--- src/rcq_pkg.sv ---
// shared types and constants for the rc channel command qualifier
`timescale 1ns / 1ps

package rcq_pkg;

  localparam int unsigned ValueWidth   = 16;
  localparam int unsigned TimeWidth    = 32;
  localparam int unsigned ChanWidth    = 8;
  localparam int unsigned MsWidth      = 16;
  localparam int unsigned CfgIdxWidth  = 2;

  localparam logic [ValueWidth-1:0] JumpLimit    = 16'd32;
  localparam logic [ChanWidth-1:0]  MaxChannel   = 8'd16;
  localparam logic [MsWidth-1:0]    HoldoffReset = 16'd2000;
  localparam logic [MsWidth-1:0]    PersistReset = 16'd2000;

  typedef enum logic [CfgIdxWidth-1:0] {
    CFG_CHANNEL = 2'd0,
    CFG_HOLDOFF = 2'd1,
    CFG_PERSIST = 2'd2
  } cfg_idx_e;

  typedef struct packed {
    logic [ChanWidth-1:0] channel;
    logic [MsWidth-1:0]   holdoff;
    logic [MsWidth-1:0]   persist;
  } cfg_t;

  typedef struct packed {
    logic [TimeWidth-1:0]  last_cmd_time;
    logic [ValueWidth-1:0] pending_value;
    logic [TimeWidth-1:0]  pending_start;
    logic [ValueWidth-1:0] last_cmd_value;
    logic                  first_seen;
  } state_t;

  typedef struct packed {
    logic                  enabled;
    logic                  update;
    state_t                next;
    logic                  accepted;
    logic                  run;
    logic [ValueWidth-1:0] value;
  } decision_t;

  function automatic logic [ValueWidth-1:0] abs_diff(input logic [ValueWidth-1:0] a,
                                                    input logic [ValueWidth-1:0] b);
    abs_diff = (a > b) ? (a - b) : (b - a);
  endfunction

endpackage

--- src/rc_channel_command_qualifier.sv ---
// top level: input register, qualifier state, result register
//
//  channel  | handshake                 | payload
//  ---------+---------------------------+-------------------------------------------
//  sample   | in_valid_i / in_ready_o   | sample_value_i[15:0], now_ms_i[31:0]
//  result   | out_valid_o / out_ready_i | command_accepted_o, command_run_o,
//           |                           | command_value_o[15:0]
//  config   | cfg_valid_i / cfg_ready_o | cfg_index_i[1:0], cfg_data_i[15:0]
//
// one sample per cycle while the result register is not stalled; a sample passes
// through the input register, then the qualifier logic, into the result register
// the state registers update in the same edge that loads the result register
// a stalled result holds the input register; a new sample is still taken while
// the input register is empty or moves on
// reset clears the state to zero and the configuration to its defaults
`timescale 1ns / 1ps

module rc_channel_command_qualifier (
  input  logic                                clk_i,
  input  logic                                rst_ni,
  input  logic                                in_valid_i,
  output logic                                in_ready_o,
  input  logic [rcq_pkg::ValueWidth-1:0]      sample_value_i,
  input  logic [rcq_pkg::TimeWidth-1:0]       now_ms_i,
  output logic                                out_valid_o,
  input  logic                                out_ready_i,
  output logic                                command_accepted_o,
  output logic                                command_run_o,
  output logic [rcq_pkg::ValueWidth-1:0]      command_value_o,
  input  logic                                cfg_valid_i,
  output logic                                cfg_ready_o,
  input  logic [rcq_pkg::CfgIdxWidth-1:0]     cfg_index_i,
  input  logic [rcq_pkg::MsWidth-1:0]         cfg_data_i
);

  rcq_pkg::cfg_t      cfg;
  rcq_pkg::decision_t dec;
  rcq_pkg::state_t    state_q, state_d;

  logic                              s1_valid_q, s1_valid_d;
  logic [rcq_pkg::ValueWidth-1:0]    s1_value_q;
  logic [rcq_pkg::TimeWidth-1:0]     s1_now_q;
  logic                              s1_advance;
  logic                              out_valid_q, out_valid_d;
  logic                              out_accepted_q, out_run_q;
  logic [rcq_pkg::ValueWidth-1:0]    out_value_q;

  assign cfg_ready_o = 1'b1;

  rcq_cfg_regs u_cfg (
    .clk_i       (clk_i),
    .rst_ni      (rst_ni),
    .cfg_valid_i (cfg_valid_i),
    .cfg_index_i (cfg_index_i),
    .cfg_data_i  (cfg_data_i),
    .cfg_o       (cfg)
  );

  rcq_decide u_decide (
    .cfg_i          (cfg),
    .state_i        (state_q),
    .sample_value_i (s1_value_q),
    .now_ms_i       (s1_now_q),
    .dec_o          (dec)
  );

  // result register frees up when empty or being drained
  assign s1_advance = s1_valid_q && (!out_valid_q || out_ready_i);
  assign in_ready_o = !s1_valid_q || s1_advance;

  always_comb begin
    s1_valid_d = s1_valid_q;
    if (in_ready_o) begin
      s1_valid_d = in_valid_i;
    end
    out_valid_d = out_valid_q;
    if (out_valid_q && out_ready_i) begin
      out_valid_d = 1'b0;
    end
    if (s1_advance) begin
      out_valid_d = 1'b1;
    end
    state_d = state_q;
    if (s1_advance && dec.update) begin
      state_d = dec.next;
    end
  end

  always_ff @(posedge clk_i or negedge rst_ni) begin
    if (!rst_ni) begin
      s1_valid_q  <= 1'b0;
      out_valid_q <= 1'b0;
      state_q     <= '0;
    end else begin
      s1_valid_q  <= s1_valid_d;
      out_valid_q <= out_valid_d;
      state_q     <= state_d;
    end
  end

  always_ff @(posedge clk_i) begin
    if (in_valid_i && in_ready_o) begin
      s1_value_q <= sample_value_i;
      s1_now_q   <= now_ms_i;
    end
    if (s1_advance) begin
      out_accepted_q <= dec.accepted;
      out_run_q      <= dec.run;
      out_value_q    <= dec.value;
    end
  end

  assign out_valid_o        = out_valid_q;
  assign command_accepted_o = out_accepted_q;
  assign command_run_o      = out_run_q;
  assign command_value_o    = out_value_q;

  // a run flag only comes with an accepted command
  a_run_needs_accept: assert property (@(posedge clk_i) disable iff (!rst_ni)
    out_valid_o && command_run_o |-> command_accepted_o)
    else $error("command_run without command_accepted");

  // a shown command has already marked the first command as seen
  a_first_seen: assert property (@(posedge clk_i) disable iff (!rst_ni)
    out_valid_o && command_accepted_o |-> state_q.first_seen)
    else $error("accepted command without first_seen set");

  // the shown command matches the stored last command and pending value
  a_cmd_matches_state: assert property (@(posedge clk_i) disable iff (!rst_ni)
    out_valid_o && command_accepted_o |->
      (command_value_o == state_q.last_cmd_value) &&
      (command_value_o == state_q.pending_value))
    else $error("accepted value does not match qualifier state");

  // a disabled channel leaves the state untouched
  a_disabled_frozen: assert property (@(posedge clk_i) disable iff (!rst_ni)
    s1_advance && !dec.enabled |=> $stable(state_q))
    else $error("state changed while channel disabled");

endmodule

--- src/rcq_cfg_regs.sv ---
// configuration registers: channel select, hold-off and persistence times
`timescale 1ns / 1ps

module rcq_cfg_regs (
  input  logic                             clk_i,
  input  logic                             rst_ni,
  input  logic                             cfg_valid_i,
  input  logic [rcq_pkg::CfgIdxWidth-1:0]  cfg_index_i,
  input  logic [rcq_pkg::MsWidth-1:0]      cfg_data_i,
  output rcq_pkg::cfg_t                    cfg_o
);

  rcq_pkg::cfg_t cfg_q, cfg_d;

  always_comb begin
    cfg_d = cfg_q;
    if (cfg_valid_i) begin
      unique case (rcq_pkg::cfg_idx_e'(cfg_index_i))
        rcq_pkg::CFG_CHANNEL: cfg_d.channel = cfg_data_i[rcq_pkg::ChanWidth-1:0];
        rcq_pkg::CFG_HOLDOFF: cfg_d.holdoff = cfg_data_i;
        rcq_pkg::CFG_PERSIST: cfg_d.persist = cfg_data_i;
        default: ;
      endcase
    end
  end

  always_ff @(posedge clk_i or negedge rst_ni) begin
    if (!rst_ni) begin
      cfg_q.channel <= '0;
      cfg_q.holdoff <= rcq_pkg::HoldoffReset;
      cfg_q.persist <= rcq_pkg::PersistReset;
    end else begin
      cfg_q <= cfg_d;
    end
  end

  assign cfg_o = cfg_q;

endmodule

--- src/rcq_decide.sv ---
// per-sample qualification: channel enable, hold-off, persistence restart, deadband, acceptance
`timescale 1ns / 1ps

module rcq_decide (
  input  rcq_pkg::cfg_t                        cfg_i,
  input  rcq_pkg::state_t                      state_i,
  input  logic [rcq_pkg::ValueWidth-1:0]       sample_value_i,
  input  logic [rcq_pkg::TimeWidth-1:0]        now_ms_i,
  output rcq_pkg::decision_t                   dec_o
);

  logic                             enabled;
  logic [rcq_pkg::TimeWidth-1:0]    since_cmd;
  logic [rcq_pkg::TimeWidth-1:0]    since_pending;
  logic                             in_holdoff;
  logic                             restart;
  logic                             not_persisted;
  logic                             in_deadband;

  assign enabled       = (cfg_i.channel != '0) && (cfg_i.channel <= rcq_pkg::MaxChannel);
  // wrapping elapsed times
  assign since_cmd     = now_ms_i - state_i.last_cmd_time;
  assign since_pending = now_ms_i - state_i.pending_start;
  assign in_holdoff    = since_cmd < {{(rcq_pkg::TimeWidth-rcq_pkg::MsWidth){1'b0}}, cfg_i.holdoff};
  assign restart       = (rcq_pkg::abs_diff(sample_value_i, state_i.pending_value)
                          > rcq_pkg::JumpLimit) && (cfg_i.persist != '0);
  assign not_persisted = since_pending
                         < {{(rcq_pkg::TimeWidth-rcq_pkg::MsWidth){1'b0}}, cfg_i.persist};
  assign in_deadband   = rcq_pkg::abs_diff(sample_value_i, state_i.last_cmd_value)
                         < rcq_pkg::JumpLimit;

  always_comb begin
    dec_o          = '0;
    dec_o.enabled  = enabled;
    dec_o.next     = state_i;
    priority if (!enabled || in_holdoff) begin
      dec_o.update = 1'b0;
    end else if (restart) begin
      dec_o.update             = 1'b1;
      dec_o.next.pending_value = sample_value_i;
      dec_o.next.pending_start = now_ms_i;
    end else if (not_persisted || in_deadband) begin
      dec_o.update = 1'b0;
    end else begin
      dec_o.update              = 1'b1;
      dec_o.next.pending_value  = sample_value_i;
      dec_o.next.last_cmd_value = sample_value_i;
      dec_o.next.last_cmd_time  = now_ms_i;
      dec_o.next.first_seen     = 1'b1;
      dec_o.accepted            = 1'b1;
      dec_o.run                 = state_i.first_seen;
      dec_o.value               = sample_value_i;
    end
  end

endmodule
--- config.mk ---
export PLATFORM = sky130hd
export DESIGN_NAME = rc_channel_command_qualifier
export DESIGN_NICKNAME = d
export VERILOG_FILES = /design/src/rcq_pkg.sv /design/src/rc_channel_command_qualifier.sv /design/src/rcq_cfg_regs.sv /design/src/rcq_decide.sv
export SDC_FILE = /design/constraint.sdc
export NUM_CORES = 1
export LEC_CHECK = 0
export ABC_AREA = 0
export BUFFER_PORTS_ARGS = -buffer_cell sky130_fd_sc_hd__clkbuf_2
export CAP_MARGIN = 20
export CORE_UTILIZATION = 53
export DETAILED_ROUTE_END_ITERATION = 8
export PLACE_DENSITY = 0.73
export SLEW_MARGIN = 25
export SYNTH_ARGS = -nofsm -noshare
export SYNTH_HDL_FRONTEND = slang
export SYNTH_SLANG_ARGS = --single-unit
--- constraint.sdc ---
create_clock -name clk_i -period 7.4 [get_ports clk_i]
set_clock_uncertainty 0.2 [all_clocks]
set_input_delay 0.37 -clock clk_i [delete_from_list [all_inputs] [get_ports clk_i]]
set_output_delay 0.37 -clock clk_i [all_outputs]
set_load 0.02 [all_outputs]
==> Yosys cells after proc, flatten, opt, wreduce, memory -nomap -nowiden <==
Cells that the tools add are included.
{ "classes": {"mux": 10, "n_lt_le_gt_ge": 7, "reduce_logical": 25, "add_sub_neg": 6, "n_eq_ne": 3, "bitwise_logic": 3} }
{ "op_table": {"columns": ["cell", "n"], "rows": [
  ["32-bit by 16-bit less-than comparator with 1-bit output", 2],
  ["16-bit 2-to-1 mux", 4],
  ["16-bit subtractor", 4],
  ["32-bit subtractor", 2],
  ["16-bit > comparator", 2],
  ["18-bit 2-to-1 mux", 1],
  ["16-bit by 6-bit > comparator with 1-bit output, second input constant", 1],
  ["16-bit by 6-bit less-than comparator with 1-bit output, second input constant", 1],
  ["16-bit nonzero test", 1],
  ["8-bit by 5-bit less-or-equal comparator with 1-bit output, second input constant", 1],
  ["8-bit nonzero test", 1],
  ["1-bit logical AND", 6],
  ["2-bit AND reduction", 3],
  ["3-bit AND reduction", 2],
  ["1-bit 2-to-1 mux", 5],
  ["1-bit logical OR", 4],
  ["4-bit AND reduction", 1],
  ["1-bit zero test", 3],
  ["1-bit inverter", 3],
  ["3-bit OR reduction", 1],
  ["2-bit by 1-bit equality test with 1-bit output, second input constant", 1],
  ["2-bit equality test, second input constant", 1],
  ["2-bit zero test", 1],
  ["2-bit by 1-bit != test with 1-bit output, second input constant", 1],
  ["2 further kinds", 2]
]} }
{ "word_totals": {"output_inout_bits": 21, "elab_cells": 69, "register_bits": 205} }

==> Longest topological paths before layout <==
Gate-level depths: netlist of the first run.
{ "logic_depth": {"ltp_word": 9, "mapped_depth": 26, "depth_no_buf": 24} }

==> Hierarchy <==
A second synthesis of the first run with hierarchy kept.
{ "unflattened": {"cells_unflattened": 1671, "area_unflattened_um2": 16398.2} }
{ "by_module_without_submodules": {"columns": ["mod", "instances", "area_each_um2", "cells_each", "seq_area_each_um2"], "rows": [
  ["rcq_decide", 1, 9027.4, 1304, 0.0],
  ["rc_channel_command_qualifier", 1, 5830.6, 282, 4459.3],
  ["rcq_cfg_regs", 1, 1540.2, 85, 1016.0]
]} }

==> Worst setup path after synthesis of the first run <==
OpenSTA, ideal clock, no wires.
{ "synth_path": {"kind": "reg-to-reg", "from": "register s1_now_q[10] in the netlist's numbering", "to": "register state_q[30] in the netlist's numbering", "slack_ns": 2.200, "required_ns": 7.075, "synth_period_minus_slack_ns": 5.200, "n_path_buf": 3, "arrival_time_ns": 4.876, "path_stages_with_launch": 23, "path_cell_list": "edfxtp_1 -> ha_1 -> clkbuf_1 -> a21oi_1 -> o21ai_0 -> or3_1 -> o21ai_0 -> o21ai_0 -> xor2_1 -> ha_1 -> a21o_1 -> a21oi_1 -> nor2b_1 -> or4_1 -> nor4_1 -> nand3_1 -> nor3_1 -> nand4b_1 -> o31ai_2 -> nand2b_1 -> buf_4 -> buf_6 -> mux2_2"} }
{ "synth_between": {"elab_chain_cells": 8} }
{ "synth_lines": {"columns": ["item", "line", "source"], "rows": [
  ["start: declaration", "rc_channel_command_qualifier.sv:42", "logic [rcq_pkg::TimeWidth-1:0] s1_now_q;"],
  ["start signal: assignment", "rc_channel_command_qualifier.sv:104", "s1_now_q <= now_ms_i;"],
  ["32-bit subtractor", "rcq_decide.sv:23", "assign since_pending = now_ms_i - state_i.pending_start;"],
  ["32-bit by 16-bit less-than comparator with 1-bit output", "rcq_decide.sv:28", "< {{(rcq_pkg::TimeWidth-rcq_pkg::MsWidth){1'b0}}, cfg_i.persist};"],
  ["1-bit logical OR", "rcq_decide.sv:42", "end else if (not_persisted || in_deadband) begin"],
  ["1-bit 2-to-1 mux", "rcq_decide.sv:42", null],
  ["1-bit 2-to-1 mux", "rcq_decide.sv:38", "end else if (restart) begin"],
  ["1-bit 2-to-1 mux", "rcq_decide.sv:36", "priority if (!enabled || in_holdoff) begin"],
  ["1-bit logical AND", "rc_channel_command_qualifier.sv:84", "if (s1_advance && dec.update) begin"],
  ["3-bit AND reduction (no source line) *", null, null],
  ["end signal: assignment", "rc_channel_command_qualifier.sv:97", "state_q <= state_d;"],
  ["end: declaration", "rc_channel_command_qualifier.sv:38", "rcq_pkg::state_t state_q, state_d;"]
]} }
Mark *: on every way between the ends. The rest lies on a longest branch, timed or not.
A chain may end at the register's enable or synchronous reset.

==> Final worst setup path of the first run <==
{ "layout_path": {"from": "register s1_now_q[1] in the netlist's numbering", "to": "register state_q[96] in the netlist's numbering"} }
{ "layout_between": {"elab_chain_cells": 8} }
{ "layout_lines": {"columns": ["item", "line"], "rows": [
  ["32-bit subtractor", "rcq_decide.sv:23"],
  ["32-bit by 16-bit less-than comparator with 1-bit output", "rcq_decide.sv:28"],
  ["1-bit logical OR", "rcq_decide.sv:42"],
  ["1-bit 2-to-1 mux", "rcq_decide.sv:42"],
  ["1-bit 2-to-1 mux", "rcq_decide.sv:38"],
  ["1-bit 2-to-1 mux", "rcq_decide.sv:36"],
  ["1-bit logical AND", "rc_channel_command_qualifier.sv:84"],
  ["4-bit AND reduction (no source line) *", null]
]} }
Marked as above.

==> reports/metrics.json, run 1 <==
{
  "yosys": {
    "synth_commonest_cells": "inv_1 (167), ha_1 (154), a21oi_1 (127), dfrtp_1 (127), nand2_1 (78)",
    "synth_largest_area_cell": "dfrtp_1",
    "yosys_warnings": 0,
    "synthesis.area_per_instance_sq_um": 9.69,
    "synth.most_common_cell": "inv_1",
    "ys_ff_latch": 205,
    "mappedNetlistNets": 1771,
    "synth_enable_flop_cells": 66,
    "synth_ff_type": "dfrtp_1",
    "synth_sequential_area_ratio_pct": 36.6,
    "synth_top_cell_area_share_pct": 21.3,
    "syn-cell-area_sq_um": 14900,
    "synth_async_sr_flop_share_pct": 67.8,
    "synth_cell_types": 75,
    "mapped_cells": 1542,
    "post_synth_main_area_contributors": "dfrtp_1 (21%), edfxtp_1 (13%), ha_1 (13%)"
  },
  "clock_network": {
    "clock_tree_from_tritoncts": "yes",
    "insertion_delay_of_the_later_clocked_pin_in_the_worst_skew_pair_ns": 0.53,
    "cts_htree_levels": 1,
    "cts_sinks": 205,
    "cts_repair_resize_count": 0,
    "cts_buffer_depth": 3,
    "ctsRootBufferMaster": "clkbuf_16",
    "tritoncts.num_buffers": 24,
    "post_cts_buffers": 0,
    "clk_transition_reported_paths_ns": 0.06
  },
  "pwr": {
    "p_switching_mw": 2.12,
    "netSwitchingFraction_pct": 39.9,
    "power.share.sequential_pct": 28.7,
    "clock_power_share_pct": 22.9,
    "ir_worst_vdd_mv": 0.223,
    "p_leak_nw": 7.75,
    "comb_power_share_pct": 48.4,
    "power_per_cell_area_nw_per_um2": 311,
    "p_int_mw": 3.21,
    "total_power_mw": 5.33
  },
  "worst_setup_path": {
    "reg2reg_setup_slack_ns": 1.19,
    "crit_fanout": 24,
    "worst_setup_path_end_kind": "register",
    "crit_path_start_kind": "register",
    "r2r_end": "state_q[96]$_DFFE_PN0P_",
    "crit-reg2reg-launch": "s1_now_q[1]$_DFFE_PP_",
    "worstSetupPathType": "register to register",
    "ff2ff_path_depth": 24,
    "required_ns": 7.61,
    "critical_path_arrival_ns": 6.42
  },
  "routing": {
    "dr_total_vias": 11900,
    "number_of_design_rule_violations_left_after_detail_routing": 2,
    "route.final.wire_length_um": 35900,
    "drt_first_iter_violations": 697,
    "viasPerCell": 5.73,
    "first_pass_iters": 7,
    "routed_wire_length_per_instance_um": 17.3,
    "antenna_violating_nets_post_route": 0
  },
  "sta": {
    "maxClockFrequency_ghz": 0.161,
    "final_worst_path_period_need_ns": 6.21,
    "timing.setup.tns_ns": 0,
    "hold_viol_final": 0,
    "finalCritPeriodShare_pct": 83.9,
    "max-slew-margin-rel_pct": 39.3,
    "timing_max_transition_violations_final": 0,
    "slew_at_the_pin_with_the_worst_max_slew_slack_ns": 0.910,
    "report.final.setup_viol": 0,
    "grt_setup_unrepaired": "no"
  },
  "floorplanning": {
    "dieHeight_um": 170,
    "num_rows": 61,
    "core-area_sq_um": 27800,
    "initial_core_util_pct": 53.8,
    "die-area_sq_um": 28900,
    "top_level_ports": 92,
    "die_width_um": 170
  },
  "cells_and_area": {
    "layout-drive-gt1-share_pct": 14.6,
    "area_growth_pct": 14.7,
    "antennaDiodeCount": 0,
    "final_net_count": 1904
  },
  "min_path": {
    "min_path_type": "input port to register",
    "min_to": "u_cfg.cfg_o[32]$_DFFE_PN0P_",
    "hold_path_startpoint": "cfg_index_i[1]",
    "hold_path_depth": 3
  },
  "run": {
    "maxCapViolCount": 0
  },
  "grt": {
    "globalRoute.totalOverflow": 0,
    "global_route_wire_length_before_repair_um": 58600,
    "antenna_violations_before_repair": 0,
    "grt.total_usage_pct": 25.2,
    "maximum_number_of_pins_on_one_net_before_global_route_repair": 87,
    "first_global_vias": 11900
  },
  "status": {
    "run_status": "finished with violations",
    "failed_checks": "design-rule violations"
  },
  "placement": {
    "gp_routability_congestion": 0.955,
    "port_buffers": 90,
    "hpwl_um": 27200
  }
}
-- registers in the layout, summed over array words and instances (netlist names) --
register / cells
s1_now_q: 32
command_value_o: 16
command_accepted_o: 1
out_valid_o: 1
state_q: 97
s1_valid_q: 1
command_run_o: 1
u_cfg.cfg_o: 40
s1_value_q: 16
-- stage by stage --
step           hold slack, ns  instances  utilization (%)  area, sq um  worst slack, ns
2_1_floorplan          -0.126       1542                -        14900             2.20
3_3_place_gp            0.249       1959             56.3        15600             1.39
3_5_place_dp            0.256       1959             56.3        15600             1.30
4_1_cts                 0.166       2071             61.7        17100             1.27
5_1_grt                 0.118       2071             61.7        17100            0.711
6_report                0.122       2071             61.7        17100             1.19
-- final cells by class --
class | instances | area [sq um]
multi-input cells | 1112 | 8540
flip-flops and latches | 205 | 5480
well taps | 378 | 473
clock buffers | 27 | 632
repair buffers | 165 | 1200
fillers | 2385 | 10600
clock inverters | 17 | 191
inverters | 167 | 627
-- power groups by stage --
stage                     logic, mW  clock network (mW)  registers [mW]
final                          2.58                1.22            1.53
after global routing           2.86                1.29            1.56
after CTS                      2.55                1.24            1.53
after detailed placement       2.50                   0            1.55
after global placement         2.45                   0            1.54
after floorplan                1.94                   0            1.51
-- metal layers --
layer | part of all wire (%) | vias to the layer above | track usage [%]
li1 | - | 5793 | -
met4 | 2.7 | 0 | 8.23
met5 | 0 | - | 0
met1 | 44 | 5687 | 32.0
met2 | 49 | 312 | 45.0
met3 | 3.9 | 72 | 2.51
-- timing repair --
action | in CTS | in global routing
endpoints found under the hold margin | 163 | 0
endpoints found under the setup margin | 0 | 0
hold buffers | 68 | 0
-- worst max-delay path, cell delays in order (launching register included) --
cell	delay (ns)
edfxtp_1	0.46
ha_1	0.31
nor2b_1	0.13
o21ai_0	0.27
o21ai_1	0.24
a31oi_1	0.36
o21ai_1	0.13
a21o_1	0.28
a21o_1	0.21
a21oi_1	0.17
xnor2_1	0.14
ha_1	0.26
a21oi_1	0.15
nor2b_1	0.06
o21ai_0	0.33
nand3_1	0.12
nor4_1	0.33
o211ai_1	0.14
a211oi_1	0.19
nand4_1	0.18
nor3_1	0.30
a41o_1	0.39
nor4b_4	0.09
buf_4	0.27
mux2_1	0.36
-- worst max-delay path by stage --
stage / end / from
2_1_floorplan: state_q[30]$_DFFE_PN0P_ / s1_now_q[10]$_DFFE_PP_
3_3_place_gp: state_q[70]$_DFFE_PN0P_ / state_q[18]$_DFFE_PN0P_
3_5_place_dp: state_q[30]$_DFFE_PN0P_ / s1_now_q[10]$_DFFE_PP_
4_1_cts: state_q[30]$_DFFE_PN0P_ / s1_now_q[10]$_DFFE_PP_
5_1_grt: state_q[30]$_DFFE_PN0P_ / s1_now_q[10]$_DFFE_PP_
6_report: state_q[96]$_DFFE_PN0P_ / s1_now_q[1]$_DFFE_PP_
-- kinds of logic after synthesis --
family | Yosys count | share of synthesized area (%)
compound gates | 394 | 16.7
simple gates | 340 | 11.9
buf+inv | 225 | 6.29
flops | 205 | 36.6
fa+ha+maj | 158 | 13.4
mux | 148 | 10.8
xor+xnor | 71 | 4.16
other cells | 1 | 0.0251
-- cells in the final DEF (no fill, tap or decap), types with 39 or more instances in the layout --
master / Yosys / routed
inv_1: 167 / 167
ha_1: 154 / 154
a21oi_1: 127 / 127
dfrtp_1: 127 / 127
clkbuf_2: 0 / 89
nand2_1: 78 / 78
mux2_2: 77 / 77
o21ai_0: 76 / 76
dlygate4sd3_1: 0 / 68
edfxtp_1: 66 / 66
nor2_1: 64 / 64
a21o_1: 46 / 46
mux2i_1: 40 / 40
xnor2_1: 39 / 39
Note: power is estimated with default switching activity, not from simulation.
==> run 2, diff against run 1 <==
PLACE_DENSITY = 0.76   (was 0.73)
clock period = 5.09 ns   (was 7.4 ns; I/O delays follow)
==> run 2 against run 1 <==
The run ends with negative hold slack, negative setup slack left. Sequential power rose by 46%. Hold slack got worse by 0.13 ns. Sequential share of layout area is 1.8 points lower. Combinational power increased by 66%. Core utilization rose by 3.6 points. Critical path type unchanged. Critical endpoint is now state_q[21]$_DFFE_PN0P_. Largest cell class unchanged.
==> reports/metrics.json, run 2 (synthesized netlist as in run 1, its figures left out) <==
{
  "sta": {
    "timing_max_transition_violations_final": {"value": 0, "change": "unchanged"},
    "timing.final.ws_setup": {"value": -0.0954, "unit": "ns", "change": "was 1.19 ns"},
    "hold_viol_final": {"value": 4, "change": "was 0"},
    "finalCritPeriodShare": {"value": 102, "unit": "%", "change": "was 83.9%"},
    "report.final.setup_viol": {"value": 59, "change": "was 0"},
    "final_worst_path_period_need": {"value": 5.19, "unit": "ns", "change": "was 6.21 ns"},
    "slew_at_the_pin_with_the_worst_max_slew_slack": {"value": 0.948, "unit": "ns", "change": "was 0.910 ns"},
    "maxClockFrequency": {"value": 0.193, "unit": "GHz", "change": "was 0.161 GHz"},
    "grt_setup_unrepaired": {"value": "yes", "change": "was no"},
    "timing.setup.tns": {"value": -3.26, "unit": "ns", "change": "was 0 ns"},
    "max-slew-margin-rel": {"value": 36.6, "unit": "%", "change": "was 39.3%"},
    "fin_hold_ws": {"value": -0.00497, "unit": "ns", "change": "was 0.122 ns"}
  },
  "routing": {
    "wirelength_met1": {"value": 16900, "unit": "um", "change": "was 15900 um"},
    "highest-signal-layer": {"value": "met4", "change": "unchanged"},
    "route.met3.wl": {"value": 1990, "unit": "um", "change": "was 1390 um"},
    "antenna_violating_nets_post_route": {"value": 0, "change": "unchanged"},
    "routed_wire_length_per_instance": {"value": 18.5, "unit": "um", "change": "was 17.3 um"},
    "dr_total_vias": {"value": 12400, "change": "was 11900"},
    "drt_first_iter_violations": {"value": 978, "change": "was 697"},
    "first_pass_iters": {"value": 5, "change": "was 7"},
    "route.final.wire_length": {"value": 39900, "unit": "um", "change": "was 35900 um"},
    "route.met2.wl": {"value": 19600, "unit": "um", "change": "was 17500 um"},
    "number_of_design_rule_violations_left_after_detail_routing": {"value": 0, "change": "was 2"},
    "viasPerCell": {"value": 5.74, "change": "was 5.73"}
  },
  "cells_and_area": {
    "mostFrequentLayoutCell": {"value": "inv_1", "change": "unchanged"},
    "largest_reg_flops": {"value": 97, "change": "unchanged"},
    "mostFrequentLayoutCells": {"value": "inv_1 (165), ha_1 (151), dfrtp_1 (127)", "change": "was inv_1 (167), ha_1 (154), a21oi_1 (127), dfrtp_1 (127), clkbuf_2 (89)"},
    "final.fill_count": {"value": 2255, "change": "was 2385"},
    "regMostFlops": {"value": "state_q", "change": "unchanged"},
    "area_growth": {"value": 21.4, "unit": "%", "change": "was 14.7%"},
    "layout-drive-gt1-share": {"value": 21.0, "unit": "%", "change": "was 14.6%"},
    "final_net_count": {"value": 1994, "change": "was 1904"},
    "antennaDiodeCount": {"value": 0, "change": "unchanged"}
  },
  "grt": {
    "global_route_wire_length_before_repair": {"value": 63100, "unit": "um", "change": "was 58600 um"},
    "grt.total_usage": {"value": 27.3, "unit": "%", "change": "was 25.2%"},
    "globalRoute.totalOverflow": {"value": 0, "change": "unchanged"},
    "antenna_violations_before_repair": {"value": 0, "change": "unchanged"},
    "first_global_vias": {"value": 12500, "change": "was 11900"},
    "maximum_number_of_pins_on_one_net_before_global_route_repair": {"value": 96, "change": "was 87"}
  },
  "floorplanning": {
    "top_level_ports": {"value": 92, "change": "unchanged"},
    "die-area": {"value": 28900, "unit": "sq um", "change": "unchanged"},
    "die_width": {"value": 170, "unit": "um", "change": "unchanged"},
    "initial_core_util": {"value": 53.8, "unit": "%", "change": "unchanged"},
    "core-area": {"value": 27800, "unit": "sq um", "change": "unchanged"},
    "dieHeight": {"value": 170, "unit": "um", "change": "unchanged"},
    "num_rows": {"value": 61, "change": "unchanged"}
  },
  "clock_network": {
    "cts_sinks": {"value": 205, "change": "unchanged"},
    "clock_tree_from_tritoncts": {"value": "yes", "change": "unchanged"},
    "cts_buffer_depth": {"value": 3, "change": "unchanged"},
    "insertion_delay_of_the_later_clocked_pin_in_the_worst_skew_pair": {"value": 0.54, "unit": "ns", "change": "was 0.53 ns"},
    "clk_transition_reported_paths": {"value": 0.06, "unit": "ns", "change": "about the same"},
    "cts_htree_levels": {"value": 1, "change": "unchanged"},
    "tritoncts.num_buffers": {"value": 24, "change": "unchanged"},
    "ctsRootBufferMaster": {"value": "clkbuf_16", "change": "unchanged"}
  },
  "status": {
    "failed_checks": {"value": "negative hold slack, negative setup slack", "change": "was design-rule violations"},
    "run_status": {"value": "finished with violations", "change": "unchanged"}
  },
  "worst_setup_path": {
    "crit_path_start_kind": {"value": "register", "change": "unchanged"},
    "worst_setup_path_end_kind": {"value": "register", "change": "unchanged"},
    "critical_path_arrival": {"value": 5.41, "unit": "ns", "change": "was 6.42 ns"},
    "crit_fanout": {"value": 11, "change": "was 24"},
    "worstSetupPathType": {"value": "register to register", "change": "unchanged"},
    "required": {"value": 5.31, "unit": "ns", "change": "was 7.61 ns"}
  },
  "run": {
    "maxCapViolCount": {"value": 0, "change": "unchanged"}
  },
  "pwr": {
    "p_leak": {"value": 8.37, "unit": "nW", "change": "was 7.75 nW"},
    "total_power": {"value": 8.21, "unit": "mW", "change": "was 5.33 mW"},
    "netSwitchingFraction": {"value": 40.3, "unit": "%", "change": "was 39.9%"},
    "p_switching": {"value": 3.31, "unit": "mW", "change": "was 2.12 mW"},
    "power_per_cell_area": {"value": 452, "unit": "nW/um^2", "change": "was 311 nW/um^2"},
    "clock_power_share": {"value": 20.7, "unit": "%", "change": "was 22.9%"},
    "power.share.sequential": {"value": 27.3, "unit": "%", "change": "was 28.7%"},
    "ir_worst_vdd": {"value": 0.365, "unit": "mV", "change": "was 0.223 mV"},
    "comb_power_share": {"value": 52.0, "unit": "%", "change": "was 48.4%"},
    "p_int": {"value": 4.90, "unit": "mW", "change": "was 3.21 mW"}
  },
  "placement": {
    "hpwl": {"value": 28600, "unit": "um", "change": "was 27200 um"},
    "port_buffers": {"value": 90, "change": "unchanged"},
    "gp_routability_congestion": {"value": 0.890, "change": "was 0.955"}
  },
  "min_path": {
    "min_path_type": {"value": "input port to register", "change": "unchanged"}
  }
}
run 2: power groups by stage:
stage / sequential, mW / combinational (mW) / clock (mW)
final: 2.24 / 4.27 / 1.70
after global routing: 2.28 / 4.69 / 1.78
after CTS: 2.23 / 3.98 / 1.73
after detailed placement: 2.26 / 3.88 / 0
after global placement: 2.24 / 3.79 / 0
after floorplan: 2.20 / 2.82 / 0
run 2: path summary, 6_finish.rpt:
kind	startpoint	to	slack, ns	cells past startpoint
min in group asynchronous	rst_ni	state_q[74]$_DFFE_PN0P_	0.19	2
max in group asynchronous	rst_ni	u_cfg.cfg_o[17]$_DFFE_PN0P_	3.36	3
min reg2reg	state_q[75]$_DFFE_PN0P_	state_q[75]$_DFFE_PN0P_	0.29	1
max	s1_now_q[0]$_DFFE_PP_	state_q[21]$_DFFE_PN0P_	-0.1	24
min	cfg_index_i[1]	u_cfg.cfg_o[32]$_DFFE_PN0P_	-0.005	3
max reg2reg	s1_now_q[0]$_DFFE_PP_	state_q[21]$_DFFE_PN0P_	-0.1	24
run 2: worst max-delay path, cell delays in order (launching register included):
cell and delay, ns:
edfxtp_1 0.40, inv_2 0.12, ha_4 0.15, inv_2 0.04, fa_2 0.35, a21o_1 0.18
a21oi_1 0.16, buf_4 0.15, o21bai_1 0.06, a21oi_1 0.22, buf_4 0.16, xnor2_1 0.17
ha_1 0.31, a21o_1 0.16, a21oi_1 0.17, a21o_1 0.21, a21oi_2 0.10, nor4_2 0.27
nand3_1 0.12, nor3_2 0.18, nand4b_1 0.15, o31ai_2 0.25, nand2b_4 0.27, buf_16 0.18
mux2_2 0.34
run 2: per-layer routing:
metal	global-route usage [%]	vias to the layer above
met3	3.56	93
met2	48.0	390
li1	-	5981
met4	9.48	0
met1	34.2	5930
met5	0	-
run 2: repair_timing:
action | 4_1_cts | 5_1_grt
resized for setup | 19 | 68
hold buffers | 68 | 0
hold endpoints to repair | 184 | 0
cloned | 1 | 3
buffers inserted | 2 | 8
pin swaps | 8 | 20
setup endpoints to repair | 115 | 115
run 2: through the flow:
| stage | instance area [sq um] | setup slack [ns] | cells | utilization, % |
|---|---|---|---|---|
| 4_1_cts | 17800 | 0.00592 | 2151 | 64.0 |
| 3_3_place_gp | 16200 | -0.148 | 2036 | 58.4 |
| 6_report | 18100 | -0.0954 | 2161 | 65.3 |
| 2_1_floorplan | 14900 | 0.00199 | 1542 | - |
| 5_1_grt | 18100 | -0.353 | 2161 | 65.3 |
| 3_5_place_dp | 16200 | -0.300 | 2036 | 58.4 |
run 2: final cells by class:
type / count / area, sq um / area share (%)
Inverter: 167 / 627 / 3.46
Tap cell: 378 / 473 / 2.61
Sequential cell: 205 / 5480 / 30.2
Multi-Input combinational cell: 1112 / 8820 / 48.6
Timing Repair Buffer: 255 / 1980 / 10.9
Clock buffer: 36 / 717 / 3.95
Clock inverter: 8 / 51.3 / 0.283
